File: config.mk
export PLATFORM = sky130hd
export DESIGN_NAME = pcapng_block_chain_validator_flat
export DESIGN_NICKNAME = d
export VERILOG_FILES = /design/src/rtl/pcbv_pkg.sv /design/src/rtl/pcbv_if.sv /design/src/rtl/pcbv_step.sv /design/src/rtl/pcapng_block_chain_validator.sv /design/src/flat_wrapper.sv
export SDC_FILE = /design/constraint.sdc
export NUM_CORES = 2
export LEC_CHECK = 0
export ABC_AREA = 1
export BUFFER_PORTS_ARGS = -buffer_cell sky130_fd_sc_hd__buf_4
export CAP_MARGIN = 10
export CORE_ASPECT_RATIO = 0.7
export CORE_MARGIN = 4
export CORE_UTILIZATION = 45
export DETAILED_ROUTE_END_ITERATION = 10
export PLACE_DENSITY = 0.58
export SKIP_CTS_REPAIR_TIMING = 1
export SLEW_MARGIN = 20
export SYNTH_ARGS = -nofsm -noshare
export SYNTH_HDL_FRONTEND = slang
export SYNTH_SLANG_ARGS = --single-unit
File: constraint.sdc
create_clock -name clk -period 32.7 [get_ports clk]
set_input_delay 3.27 -clock clk [delete_from_list [all_inputs] [get_ports clk]]
set_output_delay 3.27 -clock clk [all_outputs]
set_load 0.01 [all_outputs]
File: src/rtl/pcbv_pkg.sv
// Package for the pcapng block chain validator.
// Block type codes, byte-order magic, status codes, state and result types.
// No dependencies.
package pcbv_pkg;

    localparam int OFFSET_BITS = 48;

    localparam logic [31:0] T_SECTION = 32'h0A0D0D0A;
    localparam logic [31:0] T_IFACE   = 32'h00000001;
    localparam logic [31:0] T_EPB     = 32'h00000006;
    localparam logic [31:0] T_SPB     = 32'h00000003;
    localparam logic [31:0] T_NRB     = 32'h00000004;
    localparam logic [31:0] BO_MAGIC  = 32'h1A2B3C4D;
    localparam logic [31:0] MIN_LEN   = 32'd12;
    localparam logic [31:0] LEN_ALIGN = 32'h00000003;

    localparam logic [31:0] IDX_TYPE_END  = 32'd3;
    localparam logic [31:0] IDX_LEN_END   = 32'd7;
    localparam logic [31:0] IDX_MAGIC_END = 32'd11;

    localparam logic [OFFSET_BITS-1:0] OFFSET_MAX = '1;
    localparam logic [31:0] COUNT_MAX = '1;

    typedef enum logic [1:0] {
        ST_MATCHED  = 2'd0,
        ST_NOMATCH  = 2'd1,
        ST_NEEDMORE = 2'd2,
        ST_PARTIAL  = 2'd3
    } status_t;

    typedef enum logic [1:0] {
        MAGIC_BAD    = 2'd0,
        MAGIC_LITTLE = 2'd1,
        MAGIC_BIG    = 2'd2
    } magic_t;

    typedef struct packed {
        logic                   active;
        logic [31:0]            byte_in_block;
        logic [31:0]            block_length;
        logic [31:0]            block_type;
        logic [31:0]            word_shift;
        logic                   byte_order;
        logic [OFFSET_BITS-1:0] block_start;
        logic [OFFSET_BITS-1:0] current_offset;
        logic                   any_done;
        logic [31:0]            sections;
        logic [31:0]            ifaces;
        logic [31:0]            packets;
        magic_t                 magic_code;
    } state_t;

    typedef struct packed {
        logic                   fire;
        status_t                status;
        logic [OFFSET_BITS-1:0] matched_length;
        logic                   big_endian;
        logic [31:0]            sections;
        logic [31:0]            ifaces;
        logic [31:0]            packets;
    } result_t;

    function automatic logic [31:0] swap32(input logic [31:0] x);
        return {x[7:0], x[15:8], x[23:16], x[31:24]};
    endfunction

    function automatic logic [31:0] decode(input logic [31:0] raw, input logic big);
        return big ? swap32(raw) : raw;
    endfunction

    function automatic logic known_type(input logic [31:0] t);
        return (t == T_SECTION) || (t == T_IFACE) || (t == T_EPB)
            || (t == T_SPB) || (t == T_NRB);
    endfunction

    function automatic logic [31:0] sat_inc32(input logic [31:0] v);
        return (v == COUNT_MAX) ? v : v + 32'd1;
    endfunction

endpackage

File: src/rtl/pcbv_if.sv
// Channel interfaces of the pcapng block chain validator: byte beats in,
// verdict beats out. Depends on pcbv_pkg for the offset width.
interface pcbv_in_if;
    logic       valid;
    logic       ready;
    logic [7:0] data_byte;
    logic       first;
    logic       last;
    logic       final_chunk;

    modport source (output valid, data_byte, first, last, final_chunk, input ready);
    modport sink (input valid, data_byte, first, last, final_chunk, output ready);
endinterface

interface pcbv_out_if;
    logic                            valid;
    logic                            ready;
    logic [1:0]                      status;
    logic [pcbv_pkg::OFFSET_BITS-1:0] matched_length;
    logic                            big_endian;
    logic [31:0]                     section_count;
    logic [31:0]                     interface_count;
    logic [31:0]                     packet_count;

    modport source (output valid, status, matched_length, big_endian, section_count,
                    interface_count, packet_count, input ready);
    modport sink (input valid, status, matched_length, big_endian, section_count,
                  interface_count, packet_count, output ready);
endinterface

File: src/rtl/pcbv_step.sv
// Next-state and verdict logic for one byte of the pcapng block chain.
// Depends on pcbv_pkg (state_t, result_t, block codes, decode helpers).
module pcbv_step (
    input  pcbv_pkg::state_t  cur,
    input  logic [7:0]        data_byte,
    input  logic              first,
    input  logic              last,
    input  logic              final_chunk,
    output pcbv_pkg::state_t  nxt,
    output pcbv_pkg::result_t res
);

    pcbv_pkg::state_t               s;
    logic [31:0]                    i;
    logic                           emit;
    pcbv_pkg::status_t              st;
    logic [pcbv_pkg::OFFSET_BITS-1:0] len;
    pcbv_pkg::magic_t               code;
    logic [31:0]                    trail;

    always_comb
    begin
        s     = cur;
        emit  = 1'b0;
        st    = pcbv_pkg::ST_MATCHED;
        len   = '0;
        code  = pcbv_pkg::MAGIC_BAD;
        i     = '0;
        trail = '0;

        if (first)
        begin
            s        = '0;
            s.active = 1'b1;
        end

        if (s.active)
        begin
            i               = s.byte_in_block;
            s.byte_in_block = i + 32'd1;
            s.word_shift    = {data_byte, s.word_shift[31:8]};
            if (s.current_offset != pcbv_pkg::OFFSET_MAX)
            begin
                s.current_offset = s.current_offset
                                 + {{(pcbv_pkg::OFFSET_BITS-1){1'b0}}, 1'b1};
            end

            case (i)
                pcbv_pkg::IDX_TYPE_END:
                begin
                    s.block_type = pcbv_pkg::decode(s.word_shift, s.byte_order);
                    if (s.any_done && !pcbv_pkg::known_type(s.block_type))
                    begin
                        emit = 1'b1;
                        st   = pcbv_pkg::ST_MATCHED;
                        len  = s.block_start;
                    end
                end
                pcbv_pkg::IDX_LEN_END:
                begin
                    s.block_length = s.word_shift;
                end
                pcbv_pkg::IDX_MAGIC_END:
                begin
                    if (s.word_shift == pcbv_pkg::BO_MAGIC)
                    begin
                        code = pcbv_pkg::MAGIC_LITTLE;
                    end
                    else if (pcbv_pkg::swap32(s.word_shift) == pcbv_pkg::BO_MAGIC)
                    begin
                        code = pcbv_pkg::MAGIC_BIG;
                    end
                    if (!s.any_done)
                    begin
                        if (s.block_type != pcbv_pkg::T_SECTION
                            || code == pcbv_pkg::MAGIC_BAD)
                        begin
                            emit = 1'b1;
                            st   = pcbv_pkg::ST_NOMATCH;
                        end
                        else
                        begin
                            s.byte_order = (code == pcbv_pkg::MAGIC_BIG);
                        end
                    end
                    else
                    begin
                        s.magic_code = code;
                    end
                    if (!emit)
                    begin
                        s.block_length = pcbv_pkg::decode(s.block_length, s.byte_order);
                        if (s.block_length < pcbv_pkg::MIN_LEN
                            || (s.block_length & pcbv_pkg::LEN_ALIGN) != 32'd0)
                        begin
                            emit = 1'b1;
                            st   = s.any_done ? pcbv_pkg::ST_MATCHED : pcbv_pkg::ST_NOMATCH;
                            len  = s.block_start;
                        end
                    end
                end
                default:
                begin
                end
            endcase

            if (!emit && i >= pcbv_pkg::IDX_MAGIC_END && i == s.block_length - 32'd1)
            begin
                trail = pcbv_pkg::decode(s.word_shift, s.byte_order);
                if (trail != s.block_length)
                begin
                    emit = 1'b1;
                    st   = s.any_done ? pcbv_pkg::ST_MATCHED : pcbv_pkg::ST_NOMATCH;
                    len  = s.block_start;
                end
                else
                begin
                    if (s.block_type == pcbv_pkg::T_SECTION)
                    begin
                        s.sections = pcbv_pkg::sat_inc32(s.sections);
                    end
                    else if (s.block_type == pcbv_pkg::T_IFACE)
                    begin
                        s.ifaces = pcbv_pkg::sat_inc32(s.ifaces);
                    end
                    else if (s.block_type == pcbv_pkg::T_EPB
                             || s.block_type == pcbv_pkg::T_SPB)
                    begin
                        s.packets = pcbv_pkg::sat_inc32(s.packets);
                    end
                    if (s.block_type == pcbv_pkg::T_SECTION && s.any_done)
                    begin
                        if (s.magic_code == pcbv_pkg::MAGIC_BAD)
                        begin
                            emit = 1'b1;
                            st   = pcbv_pkg::ST_MATCHED;
                            len  = s.block_start;
                        end
                        else
                        begin
                            s.byte_order = (s.magic_code == pcbv_pkg::MAGIC_BIG);
                        end
                    end
                    if (!emit)
                    begin
                        s.any_done      = 1'b1;
                        s.block_start   = s.current_offset;
                        s.byte_in_block = '0;
                        s.word_shift    = '0;
                        if (last)
                        begin
                            emit = 1'b1;
                            st   = final_chunk ? pcbv_pkg::ST_MATCHED : pcbv_pkg::ST_NEEDMORE;
                            len  = s.current_offset;
                        end
                    end
                end
            end

            if (!emit && last)
            begin
                emit = 1'b1;
                st   = final_chunk ? pcbv_pkg::ST_PARTIAL : pcbv_pkg::ST_NEEDMORE;
            end

            if (emit)
            begin
                s.active = 1'b0;
            end
        end

        nxt                = s;
        res.fire           = emit;
        res.status         = st;
        res.matched_length = (st == pcbv_pkg::ST_MATCHED) ? len : '0;
        res.big_endian     = s.byte_order;
        res.sections       = s.sections;
        res.ifaces         = s.ifaces;
        res.packets        = s.packets;
    end

endmodule

File: src/rtl/pcapng_block_chain_validator.sv
// Top level of the pcapng block chain validator: input beat register, parse
// state, step logic and output verdict register. Depends on pcbv_pkg, pcbv_if
// and pcbv_step.
//
// Usage:
//   stream carries one buffer byte per beat with first, last and final_chunk.
//   A beat with first set starts a new parse at offset 0; bytes without a
//   running parse are dropped with no verdict.
//   result carries at most one verdict beat per parse: status, matched length, byte
//   order in effect and the section, interface and packet counts.
//   Throughput is one byte per cycle while result is not stalled, set by
//   the combinational step logic between the input beat register and the
//   parse state. The deciding byte passes from the input register through
//   the step logic into the verdict register, which drives result.valid.
//   When result stalls with a verdict held, the next byte waits in the input
//   register and stream.ready drops until the verdict is taken.
//   Reset clears the parse state and both valid flags; the block then waits
//   for a byte marked first.
module pcapng_block_chain_validator (
    input  logic       clk,
    input  logic       rst_n,
    pcbv_in_if.sink    stream,
    pcbv_out_if.source result
);

    logic              in_valid_reg;
    logic [7:0]        data_byte_reg;
    logic              first_reg;
    logic              last_reg;
    logic              final_chunk_reg;

    pcbv_pkg::state_t  state_reg;
    pcbv_pkg::state_t  state_next;
    pcbv_pkg::result_t step_res;

    logic              out_valid_reg;
    pcbv_pkg::result_t out_reg;

    logic              step_fire;
    logic              in_fire;

    assign step_fire    = in_valid_reg && (!out_valid_reg || result.ready);
    assign stream.ready = !in_valid_reg || step_fire;
    assign in_fire      = stream.valid && stream.ready;

    pcbv_step u_step (
        .cur         (state_reg),
        .data_byte   (data_byte_reg),
        .first       (first_reg),
        .last        (last_reg),
        .final_chunk (final_chunk_reg),
        .nxt         (state_next),
        .res         (step_res)
    );

    always_ff @(posedge clk or negedge rst_n)
    begin
        if (!rst_n)
        begin
            in_valid_reg  <= 1'b0;
            out_valid_reg <= 1'b0;
            state_reg     <= '0;
        end
        else
        begin
            if (in_fire)
            begin
                in_valid_reg <= 1'b1;
            end
            else if (step_fire)
            begin
                in_valid_reg <= 1'b0;
            end

            if (step_fire)
            begin
                state_reg <= state_next;
            end

            if (step_fire && step_res.fire)
            begin
                out_valid_reg <= 1'b1;
            end
            else if (result.ready)
            begin
                out_valid_reg <= 1'b0;
            end
        end
    end

    always_ff @(posedge clk)
    begin
        if (in_fire)
        begin
            data_byte_reg   <= stream.data_byte;
            first_reg       <= stream.first;
            last_reg        <= stream.last;
            final_chunk_reg <= stream.final_chunk;
        end
        if (step_fire && step_res.fire)
        begin
            out_reg <= step_res;
        end
    end

    assign result.valid           = out_valid_reg;
    assign result.status          = out_reg.status;
    assign result.matched_length  = out_reg.matched_length;
    assign result.big_endian      = out_reg.big_endian;
    assign result.section_count   = out_reg.sections;
    assign result.interface_count = out_reg.ifaces;
    assign result.packet_count    = out_reg.packets;

endmodule

File: src/flat_wrapper.sv
// flat-port wrapper written by rule: the top's interface ports become plain ports
module pcapng_block_chain_validator_flat 
  (clk, rst_n, stream_valid, stream_data_byte, stream_first, stream_last, stream_final_chunk, stream_ready, result_valid, result_status, result_matched_length, result_big_endian, result_section_count, result_interface_count, result_packet_count, result_ready);
  pcbv_in_if stream_i ();
  pcbv_out_if result_i ();
  input  logic clk;
  input  logic rst_n;
  input wire logic [$bits(stream_i.valid)-1:0] stream_valid;
  input wire logic [$bits(stream_i.data_byte)-1:0] stream_data_byte;
  input wire logic [$bits(stream_i.first)-1:0] stream_first;
  input wire logic [$bits(stream_i.last)-1:0] stream_last;
  input wire logic [$bits(stream_i.final_chunk)-1:0] stream_final_chunk;
  output wire logic [$bits(stream_i.ready)-1:0] stream_ready;
  output wire logic [$bits(result_i.valid)-1:0] result_valid;
  output wire logic [$bits(result_i.status)-1:0] result_status;
  output wire logic [$bits(result_i.matched_length)-1:0] result_matched_length;
  output wire logic [$bits(result_i.big_endian)-1:0] result_big_endian;
  output wire logic [$bits(result_i.section_count)-1:0] result_section_count;
  output wire logic [$bits(result_i.interface_count)-1:0] result_interface_count;
  output wire logic [$bits(result_i.packet_count)-1:0] result_packet_count;
  input wire logic [$bits(result_i.ready)-1:0] result_ready;
  assign stream_i.valid = stream_valid;
  assign stream_i.data_byte = stream_data_byte;
  assign stream_i.first = stream_first;
  assign stream_i.last = stream_last;
  assign stream_i.final_chunk = stream_final_chunk;
  assign stream_ready = stream_i.ready;
  assign result_valid = result_i.valid;
  assign result_status = result_i.status;
  assign result_matched_length = result_i.matched_length;
  assign result_big_endian = result_i.big_endian;
  assign result_section_count = result_i.section_count;
  assign result_interface_count = result_i.interface_count;
  assign result_packet_count = result_i.packet_count;
  assign result_i.ready = result_ready;
  pcapng_block_chain_validator u_core (.clk(clk), .rst_n(rst_n), .stream(stream_i), .result(result_i));
endmodule
==> implementation parameters <==
Parameter                              Value

Min path
  End of the worst hold path ... u_core.state_reg[42]$_DFFE_PN0P_
  Worst hold path startpoint ... u_core.state_reg[42]$_DFFE_PN0P_
  Worst hold stages ... 2
  Hold Crit Class ... reg -> reg

Layout
  Max FFs per register ... 317
  Register cell area after layout ... 0.01273 sq mm
  Area used by multi-input combinational logic ... 0.01626 sq mm
  Final-layout fill cell count ... 7304
  Post-Layout Inst Area ... 0.03641 sq mm
  Fin nets ... 4987
  Area delta synth->final ... 11.15%
  Layout cells sized above 1 ... 0.07410

CTS
  Clock sink count ... 477
  Clock tree buffer depth ... 3
  CTS tree ... built
  Clock latency of the later-clocked register in the worst-skew pair ... 630 ps
  H-tree depth ... 2
  Num CTS Buffers ... 51
  Root buffer selected by CTS ... clkbuf_16
  Reg clk slew, reported paths ... 60 ps

Logic synthesis
  Top flip-flop cell by instance count after synthesis ... dfrtp_1
  Net Count, Synth ... 4923
  Synth top area share ... 0.2437
  Total of warnings raised by yosys ... 0
  Number of flops mapped to enable cells by yosys ... 158
  Number of storage elements in the synthesis netlist ... 477
  Sequential-to-total area share from yosys stat ... 0.3886
  Dominant cell type by area after synthesis ... dfrtp_1
  Average size of a mapped cell ... 6.682 sq um
  Cell area after synthesis ... 0.03276 sq mm
  Post-synthesis cell type count ... 58
  Fraction of synthesis flops using an asynchronous set or reset pin ... 0.6688
  Synthesized netlist cell count ... 4902
  Cell types occupying the most area after synthesis ... dfrtp_1 (24%), edfxtp_1 (14%), nand2_1 (14%)

Timing
  Slack of the critical path ... 23380 ps
  Setup Skew ... 31.30 ps
  Remaining max-slew budget at the tightest pin ... 0.2287
  Count of endpoints failing hold in the final timing report ... 0
  Pins Over Slew Limit ... 0
  Worst-Margin Slew ... 1154 ps
  Final setup violation count ... 0
  Time the worst path needs with I/O delays and setup ... 9323 ps
  RSZ-0062 raised after global routing ... no
  Fin crit share ... 0.2851
  WHS ... 479.6 ps
  Maximum clock rate ... 107.3 MHz
  Post-Route Setup TNS ... 0 ps

GRT
  Vias in the first global route ... 29661
  Maximum number of pins on one net before global-route repair ... 94
  First-pass GRT wire length ... 185500 microns
  Total Routing Usage GR ... 0.3139
  Total gr overflow ... 0
  Initial antenna violation count ... 1

Setup path
  Most numerous cell on the critical path ... nand2_1
  Worst setup EP type ... flop
  Worst setup SP type ... flop
  Critical path fanouts, max ... 59
  Worst path max stage delay ... 920 ps
  Critical-path top delay cell ... nand2_2
  Worst reg2reg path depth ... 31
  Worst reg2reg path endpoint ... u_core.state_reg[188]$_DFFE_PN0P_
  Reg2Reg Launch Point ... u_core.first_reg$_DFFE_PP_
  Reg-to-reg slack, setup ... 23380 ps
  Data arrival time of the critical path ... 9810 ps
  Worst endpoint required time ... 33190 ps
  Critical path type ... reg -> reg

Route
  Total detailed-routing wirelength ... 122800 microns
  Violation count after the first detailed-route iteration ... 3676
  Count of nets left with antenna violations after detail routing ... 0
  Routed via count ... 32897
  Wire length per cell ... 20.56 microns
  DRC violations left ... 0
  Vias per cell ... 5.507
  TritonRoute pass-1 iters ... 6

Outcome
  Outcome ... completed

Floorplanning
  Die span in x ... 330.5 microns
  Die Footprint ... 0.07724 sq mm
  Placeable core region ... 0.07182 sq mm
  Effective utilization at floorplan ... 0.4561
  Height of the chip ... 233.7 microns
  Standard-cell row count ... 82
  Number of ports placed on the die boundary ... 164

Power and ir drop
  Total leakage power ... 16.15 nW
  VDD IR-drop max ... 0.03706 mV
  Power consumption ... 1.544 mW
  Cell Pwr Density ... 42.42 mW/mm^2

Place
  Number of buffer cells added on primary ports ... 163
  Placed cell areas ... 0.03468 sq mm
  Post-placement setup slack ... 23680 ps
  Routability congestion estimate from global placement ... 1.053
  Dpl hpwl ... 90520 microns

Job
  Max cap viols ... 0
-- cells in the final DEF (no fill, tap or decap), drive strengths merged, types with 2 or more instances in the layout --
cell type,Yosys,layout
a21oi,47,47
a22o,4,4
a22oi,13,13
a31oi,36,36
a32o,2,2
and2,29,29
and3,5,5
buf,80,210
bufinv,0,7
clkbuf,119,59
clkinv,3,19
clkinvlp,0,6
dfrtp,319,319
edfxtp,158,158
ha,6,6
inv,767,773
nand2,1267,1267
nand3,451,451
nand3b,11,11
nand4,128,128
nor2,672,672
nor3,91,91
nor4,64,64
o2111ai,4,4
o211ai,15,15
o21a,13,13
o21ai,424,424
o21bai,8,8
o22ai,36,36
o311ai,2,2
o41ai,2,2
or2,3,3
or4,3,3
xnor2,17,17
xor2,96,96
-- worst max-delay path: cells and delay by family (launching register included) --
family,cells,cell delay [ps]
AO/OA/AOI/OAI,2,510
adder cells (fa/ha/maj),1,240
buffers and inverters,6,2400
flip-flops,1,350
AND/OR/NAND/NOR,22,5510
-- report_power, final --
part | internal, mW | total (mW) | switching, mW
sequential | 0.649 | 0.668 | 0.0188
clock | 0.348 | 0.612 | 0.265
combinational | 0.0613 | 0.264 | 0.203
-- synth_stat cells, types with 15 or more instances --
master,n
xnor2_1,17
nand4_1,127
dfrtp_1,319
a31oi_1,36
edfxtp_1,158
inv_1,756
and2_1,27
nand3_1,446
o21ai_1,33
o211ai_1,15
xor2_1,95
nor2_2,20
a21oi_1,47
nand2_1,1252
clkbuf_1,119
nor3_1,89
nor4_1,64
nor2_1,642
buf_1,21
o22ai_1,36
buf_4,21
o21ai_0,390
buf_2,30
-- layout make-up --
cell class                 count  share of cell area
clock buffer                  59             0.03615
antenna                        1          0.00006874
tap                          966             0.03320
timing repair buffer         210             0.04351
inverter                     770             0.07966
sequential                   477              0.3496
clock inverter                35             0.01117
multi-input combinational   3456              0.4466
-- kinds of logic (layout without fill, tap and decap cells) --
logic type      count (synthesis)  after routing  synth area share
mux                             2              2         0.0006494
fa+ha+maj                       6              6          0.002292
compound gates                610            610            0.1021
buf+inv                       969           1074            0.1164
other cells                     0              1                 0
simple gates                 2725           2725            0.3595
flops                         477            477            0.3886
xor+xnor                      113            113           0.03044
-- through the flow --
stage | util | cells
2_1_floorplan | - | 4902
3_3_place_gp | 0.4829 | 5879
3_5_place_dp | 0.4829 | 5879
4_1_cts | 0.5069 | 5973
5_1_grt | 0.5069 | 5973
6_report | 0.5069 | 5974
-- routing by layer --
metal | part of all wire | track usage | up-vias
met4 | 0.015 | 0.05106 | 0
met1 | 0.50 | 0.5060 | 15474
met3 | 0.11 | 0.09689 | 104
met2 | 0.37 | 0.4072 | 1427
met5 | 0 | 0 | -
li1 | - | - | 15892
-- how the worst max path moves through the flow --
stage | start | end | slack (ps) | depth (start not counted)
6_report | u_core.first_reg$_DFFE_PP_ | u_core.state_reg[188]$_DFFE_PN0P_ | 23380 | 31
3_5_place_dp | u_core.first_reg$_DFFE_PP_ | u_core.state_reg[188]$_DFFE_PN0P_ | 23680 | 31
5_1_grt | u_core.first_reg$_DFFE_PP_ | u_core.state_reg[188]$_DFFE_PN0P_ | 22650 | 31
3_3_place_gp | u_core.first_reg$_DFFE_PP_ | u_core.state_reg[188]$_DFFE_PN0P_ | 23760 | 31
2_1_floorplan | u_core.first_reg$_DFFE_PP_ | u_core.result.big_endian$_DFFE_PP_ | 21290 | 35
4_1_cts | u_core.first_reg$_DFFE_PP_ | u_core.state_reg[188]$_DFFE_PN0P_ | 23640 | 31
Note: power is estimated with default switching activity, not from simulation.
